==> config.mk <==
export PLATFORM = sky130hd
export DESIGN_NAME = bms_front
export DESIGN_NICKNAME = d
export VERILOG_FILES = /design/src/rtl/box_match_score_macros.svh /design/src/rtl/bms_pkg.sv /design/src/rtl/bms_front.sv
export SDC_FILE = /design/constraint.sdc
export NUM_CORES = 1
export LEC_CHECK = 0
export ABC_CLOCK_PERIOD_IN_PS = 11700
export BUFFER_PORTS_ARGS = -buffer_cell sky130_fd_sc_hd__buf_2
export CAP_MARGIN = 0
export CORE_MARGIN = 2
export CORE_UTILIZATION = 65
export DETAILED_ROUTE_END_ITERATION = 12
export PLACE_DENSITY = 0.87
export REMOVE_ABC_BUFFERS = 1
export SLEW_MARGIN = 10
export SYNTH_ARGS = -nofsm -noshare
export SYNTH_HDL_FRONTEND = slang
export SYNTH_SLANG_ARGS = --single-unit
==> constraint.sdc <==
create_clock -name clk -period 11.7 [get_ports clk]
set_clock_uncertainty 0.05 [all_clocks]
set_input_delay 1.755 -clock clk [delete_from_list [all_inputs] [get_ports clk]]
set_output_delay 1.755 -clock clk [all_outputs]
set_load 0.005 [all_outputs]
==> src/rtl/box_match_score_macros.svh <==
// ----------------------------------------------------------------------------
// box_match_score assertion macros
// Shared concurrent property wrappers on clk with arst_n disable.
// ----------------------------------------------------------------------------
`ifndef BOX_MATCH_SCORE_MACROS_SVH
`define BOX_MATCH_SCORE_MACROS_SVH

// same-cycle implication
`define BMS_ASSERT_SAME(lbl, ante, cons, msg) \
	lbl: assert property (@(posedge clk) disable iff (!arst_n) (ante) |-> (cons)) \
		else $error(msg);

// next-cycle implication
`define BMS_ASSERT_NEXT(lbl, ante, cons, msg) \
	lbl: assert property (@(posedge clk) disable iff (!arst_n) (ante) |=> (cons)) \
		else $error(msg);

`endif

==> src/rtl/bms_pkg.sv <==
// ----------------------------------------------------------------------------
// bms_pkg
// Shared constants and types of the box match score block.
// ----------------------------------------------------------------------------
package bms_pkg;

	localparam int COORD_BITS_DEF = 14;
	localparam int FRAC_BITS_DEF  = 15;
	localparam int QUEUE_DEPTH    = 4;
	localparam int IMG_W_RST      = 1920;
	localparam int IMG_H_RST      = 1080;

	typedef enum logic [0:0] {
		CFG_IMAGE_WIDTH  = 1'b0,
		CFG_IMAGE_HEIGHT = 1'b1
	} cfg_idx_t;

	typedef struct packed {
		logic empty;
		logic full;
	} q_stat_t;

endpackage

==> src/rtl/bms_front.sv <==
// ----------------------------------------------------------------------------
// bms_front
// Takes box pairs, works out overlap extents and centre offsets, and queues
// the words for the back end.
// ----------------------------------------------------------------------------
module bms_front #(
	parameter int COORD_BITS = bms_pkg::COORD_BITS_DEF
) (
	input  logic                         clk,
	input  logic                         arst_n,
	input  logic                         in_valid,
	output logic                         in_stall,
	input  logic signed [COORD_BITS-1:0] det_x,
	input  logic signed [COORD_BITS-1:0] det_y,
	input  logic        [COORD_BITS-2:0] det_w,
	input  logic        [COORD_BITS-2:0] det_h,
	input  logic signed [COORD_BITS-1:0] trk_x,
	input  logic signed [COORD_BITS-1:0] trk_y,
	input  logic        [COORD_BITS-2:0] trk_w,
	input  logic        [COORD_BITS-2:0] trk_h,
	input  logic                         pop,
	output bms_pkg::q_stat_t             q_stat,
	output logic        [COORD_BITS-2:0] hd_ix,
	output logic        [COORD_BITS-2:0] hd_iy,
	output logic signed [COORD_BITS+2:0] hd_dx,
	output logic signed [COORD_BITS+2:0] hd_dy,
	output logic        [COORD_BITS-2:0] hd_aw,
	output logic        [COORD_BITS-2:0] hd_ah,
	output logic        [COORD_BITS-2:0] hd_bw,
	output logic        [COORD_BITS-2:0] hd_bh
);

	localparam int CB    = COORD_BITS;
	localparam int SZ    = CB - 1;
	localparam int DW    = CB + 3;
	localparam int EW    = 6 * SZ + 2 * DW;
	localparam int DEPTH = bms_pkg::QUEUE_DEPTH;
	localparam int AW    = $clog2(DEPTH);

	function automatic logic [SZ-1:0] overlap(
		input logic signed [CB:0] a0,
		input logic signed [CB:0] a1,
		input logic signed [CB:0] b0,
		input logic signed [CB:0] b1
	);
		logic signed [CB:0]   lo;
		logic signed [CB:0]   hi;
		logic signed [CB+1:0] ext;
		begin
			lo  = (a0 > b0) ? a0 : b0;
			hi  = (a1 < b1) ? a1 : b1;
			ext = (CB+2)'(hi) - (CB+2)'(lo);
			overlap = (ext > 0) ? ext[SZ-1:0] : '0;
		end
	endfunction

	logic signed [CB:0]   ax0, ax1, bx0, bx1, ay0, ay1, by0, by1;
	logic signed [CB+1:0] cax, cbx, cay, cby;
	logic signed [DW-1:0] dx, dy;
	logic [SZ-1:0]        ix, iy;
	logic [EW-1:0]        wr_word, rd_word;
	logic [EW-1:0]        mem_q [DEPTH];
	logic [AW-1:0]        wr_ptr_q, rd_ptr_q;
	logic [AW:0]          cnt_q;
	logic                 push;

	assign ax0 = (CB+1)'(det_x);
	assign ax1 = ax0 + $signed((CB+1)'(det_w));
	assign bx0 = (CB+1)'(trk_x);
	assign bx1 = bx0 + $signed((CB+1)'(trk_w));
	assign ay0 = (CB+1)'(det_y);
	assign ay1 = ay0 + $signed((CB+1)'(det_h));
	assign by0 = (CB+1)'(trk_y);
	assign by1 = by0 + $signed((CB+1)'(trk_h));

	assign ix = overlap(ax0, ax1, bx0, bx1);
	assign iy = overlap(ay0, ay1, by0, by1);

	// centres in half pixels
	assign cax = ((CB+2)'(det_x) <<< 1) + $signed((CB+2)'(det_w));
	assign cbx = ((CB+2)'(trk_x) <<< 1) + $signed((CB+2)'(trk_w));
	assign cay = ((CB+2)'(det_y) <<< 1) + $signed((CB+2)'(det_h));
	assign cby = ((CB+2)'(trk_y) <<< 1) + $signed((CB+2)'(trk_h));
	assign dx  = DW'(cax) - DW'(cbx);
	assign dy  = DW'(cay) - DW'(cby);

	assign wr_word = {ix, iy, dx, dy, det_w, det_h, trk_w, trk_h};

	assign q_stat.full  = (cnt_q == (AW+1)'(DEPTH));
	assign q_stat.empty = (cnt_q == '0);
	assign in_stall     = q_stat.full;
	assign push         = in_valid && !q_stat.full;

	always_ff @(posedge clk) begin
		if (push) begin
			mem_q[wr_ptr_q] <= wr_word;
		end
	end

	always_ff @(posedge clk or negedge arst_n) begin
		if (!arst_n) begin
			wr_ptr_q <= '0;
			rd_ptr_q <= '0;
			cnt_q    <= '0;
		end else begin
			if (push) begin
				wr_ptr_q <= wr_ptr_q + 1'b1;
			end
			if (pop) begin
				rd_ptr_q <= rd_ptr_q + 1'b1;
			end
			if (push && !pop) begin
				cnt_q <= cnt_q + 1'b1;
			end else if (pop && !push) begin
				cnt_q <= cnt_q - 1'b1;
			end
		end
	end

	assign rd_word = mem_q[rd_ptr_q];
	assign {hd_ix, hd_iy, hd_dx, hd_dy, hd_aw, hd_ah, hd_bw, hd_bh} = rd_word;

endmodule

==> results.json <==
{
  "h-tree-depth": 2,
  "final_nets": 2214,
  "ys.warnings.count": 0,
  "placementRows": 71,
  "cts_repair_resize_count": 0,
  "io_buffers": 226,
  "cpMaxStageDelayCell": "o41ai_1",
  "routed_wirelength_um": 54000,
  "path_clk_slew_ns": 0.06,
  "hold_path.class": "reg -> reg",
  "area_of_the_core_sq_um": 37500,
  "area.sequential_sq_um": 13600,
  "number_of_enable_flip_flop_cells_after_synthesis": 448,
  "cts_setup_buffers": 0,
  "total_power_uw": 6620,
  "gp_congestion": 0.949,
  "fillerInstances": 2329,
  "syn_area_per_cell_sq_um": 15.3,
  "worstSetupEndpointType": "register",
  "cts_tree": "done",
  "power.density_nw_per_um2": 238,
  "arrival_ns": 9.58,
  "max_slew.worst_pin.slew_ns": 1.04,
  "die-width_um": 199,
  "synthesis.area_sq_um": 24600,
  "netlist.area_leader.share_pct": 54.7,
  "worst_slew_margin_rel_pct": 31.0,
  "clock_power_share_pct": 21.8,
  "synth_area_leaders": "edfxtp_1 (55%), mux4_2 (10%), ha_1 (9.7%)",
  "grt_remaining_overflow": 0,
  "fmax_mhz": 107,
  "viasPerCell": 6.11,
  "drive_gt1_share_pct": 24.1,
  "die_height_um": 199,
  "postSynthRegisterBits": 455,
  "run_status": "finished, final reports clean",
  "maximum_cell_stage_delay_along_the_critical_path_ns": 0.69,
  "vias_in_the_first_global_route": 15000,
  "yosysUniqueCellTypes": 66,
  "final_hold_viol_count": 0,
  "synth-async-reset-ratio_pct": 1.54,
  "internal-power_uw": 4420,
  "synth_seq_area_share_pct": 55.4,
  "rsz0062_at_grt": "false",
  "critical_path_required_ns": 11.95,
  "switchingPower_uw": 2200,
  "crit_path_max_fanout": 14,
  "syn_to_final_growth_pct": 13.1,
  "worstSetupStartpointType": "primary input",
  "ant_nets": 0,
  "floorplan.initialDensity_pct": 65.6,
  "leakage_power_of_the_design_uw": 0.0109,
  "seq_power_share_pct": 39.3,
  "post_cts_hold_buffer_count": 0,
  "dominantRegCellSynth": "edfxtp_1",
  "i_o_pin_total": 227,
  "slew_violations": 0,
  "tritoncts.num_buffers": 46,
  "drc_violations": 0,
  "drtIter0Drc": 1093,
  "root_buffer": "clkbuf_16",
  "finalWorstPathRequiredPeriod_ns": 9.33,
  "clk-insertion-delay-late_ns": 0.58,
  "post_drt_wl_per_cell_um": 22.4,
  "antennaDiodeCount": 0,
  "dp_worst_setup_slack_ns": 2.03,
  "first_pass_grt_wire_length_um": 83200,
  "clock-sinks": 455,
  "pwr-share-comb_pct": 38.9,
  "layout_common_cells": "edfxtp_1 (448), buf_2 (226), ha_1 (190)",
  "fp.dieArea_sq_um": 39400,
  "post-route-period-util_pct": 79.7,
  "dr.pass1.iters": 5,
  "layout_commonest_cell": "edfxtp_1",
  "max-clock-path-buffers": 3,
  "multi_input_comb_area_sq_um": 10300,
  "worstSetupPathType": "in -> reg",
  "power_switching_share_pct": 33.2,
  "number_of_antenna_violations_at_the_first_check_in_global_routing": 1,
  "drv_cap": 0,
  "setup-violations-final": 0,
  "mapped_cells": 1609,
  "pin_count_of_the_biggest_net_entering_global_routing": 65,
  "routed-via-count": 14700,
  "synth_area_leader_cell": "edfxtp_1",
  "postLayoutSetupSlackWorst_ns": 2.37,
  "gr-usage-all-layers_pct": 28.2,
  "max-vdd-ir-drop_mv": 0.164,
  "tns_ns": 0,
  "dp_hpwl_um": 37800
}
[power by group through the flow]
| stage | clock network, uW | logic [uW] | registers (uW) |
|---|---|---|---|
| after floorplan | 0 | 1690 | 2690 |
| after global placement | 0 | 2460 | 2630 |
| after detailed placement | 0 | 2530 | 2670 |
| after CTS | 1470 | 2550 | 2640 |
| after global routing | 1520 | 2830 | 2640 |
| final | 1440 | 2570 | 2600 |
[logic make-up (layout without fill, tap and decap cells)]
group                      Yosys count  in the layout  synth area share [%]
DFF                                455            455                  55.4
adders and majority gates          245            245                  14.1
and+or+nand+nor                    239            239                  4.90
AOI/OAI and AO/OA                  225            225                  6.29
muxes                              173            173                  13.0
buffers and inverters              167            452                  2.62
xor gates and xnor gates           105            105                  3.74
[path summary, 6_finish.rpt]
path,slack (ns),startpoint,cells after the start,end
min in group asynchronous,0.95,arst_n,1,wr_ptr_q[1]
max in group asynchronous,10.47,arst_n,1,rd_ptr_q[0]
min,0.44,cnt_q[2],1,cnt_q[2]
min reg2reg,0.44,cnt_q[2],1,cnt_q[2]
max,2.37,trk_h[0],32,mem_q[1][90]
max reg2reg,8.48,cnt_q[2],4,mem_q[1][26]
[synth_stat cells, drive strengths merged (7+ instances only)]
cell type	number
nor2	59
nand2	43
xnor2	79
clkbuf	15
ha	190
inv	131
nor3	23
a31oi	7
a21o	39
o21a	7
nand4	9
fa	53
mux2	18
mux2i	43
xor2	26
nand2b	17
edfxtp	448
nor2b	13
and2	17
dfrtp	7
o21bai	19
a211oi	13
buf	21
mux4	112
o21ai	36
a21oi	64
nand3	26
and3	14
[sequential cells by signal (all words and copies together), names as in the netlist]
| register | count |
|---|---|
| mem_q | 448 |
| cnt_q | 3 |
| rd_ptr_q | 2 |
| wr_ptr_q | 2 |
[routing by layer]
| layer | vias up | track usage [%] | part of all wire, % |
|---|---|---|---|
| li1 | 6713 | - | - |
| met1 | 7391 | 40.2 | 43 |
| met2 | 494 | 44.7 | 48 |
| met3 | 92 | 4.87 | 6.9 |
| met4 | 0 | 9.37 | 2.7 |
| met5 | - | 0 | 0 |
[per-stage QoR]
stage	hold WS [ns]	cell area, sq um	utilization (%)	cells
after floorplan	0.406	24400	-	1573
after global placement	0.420	26300	70.2	2321
after detailed placement	0.437	26300	70.2	2321
after CTS	0.445	27800	74.1	2404
after global routing	0.462	27800	74.2	2405
final	0.442	27800	74.2	2405
[worst max-delay path: cells and delay by family]
kind	cells	cell delay, ns
adders and majority gates	5	1.60
AOI/OAI and AO/OA	15	4.09
buffers and inverters	4	0.74
muxes	2	0.44
and+or+nand+nor	6	0.89
[layout make-up]
type	count	area share [%]
clock inverters	28	1.02
repair buffers	238	4.46
inverters	131	1.77
flip-flops and latches	455	49.0
multi-input cells	987	37.2
well taps	511	2.30
clock buffers	55	4.26
No activity file was read; power rests on OpenSTA's default activity.
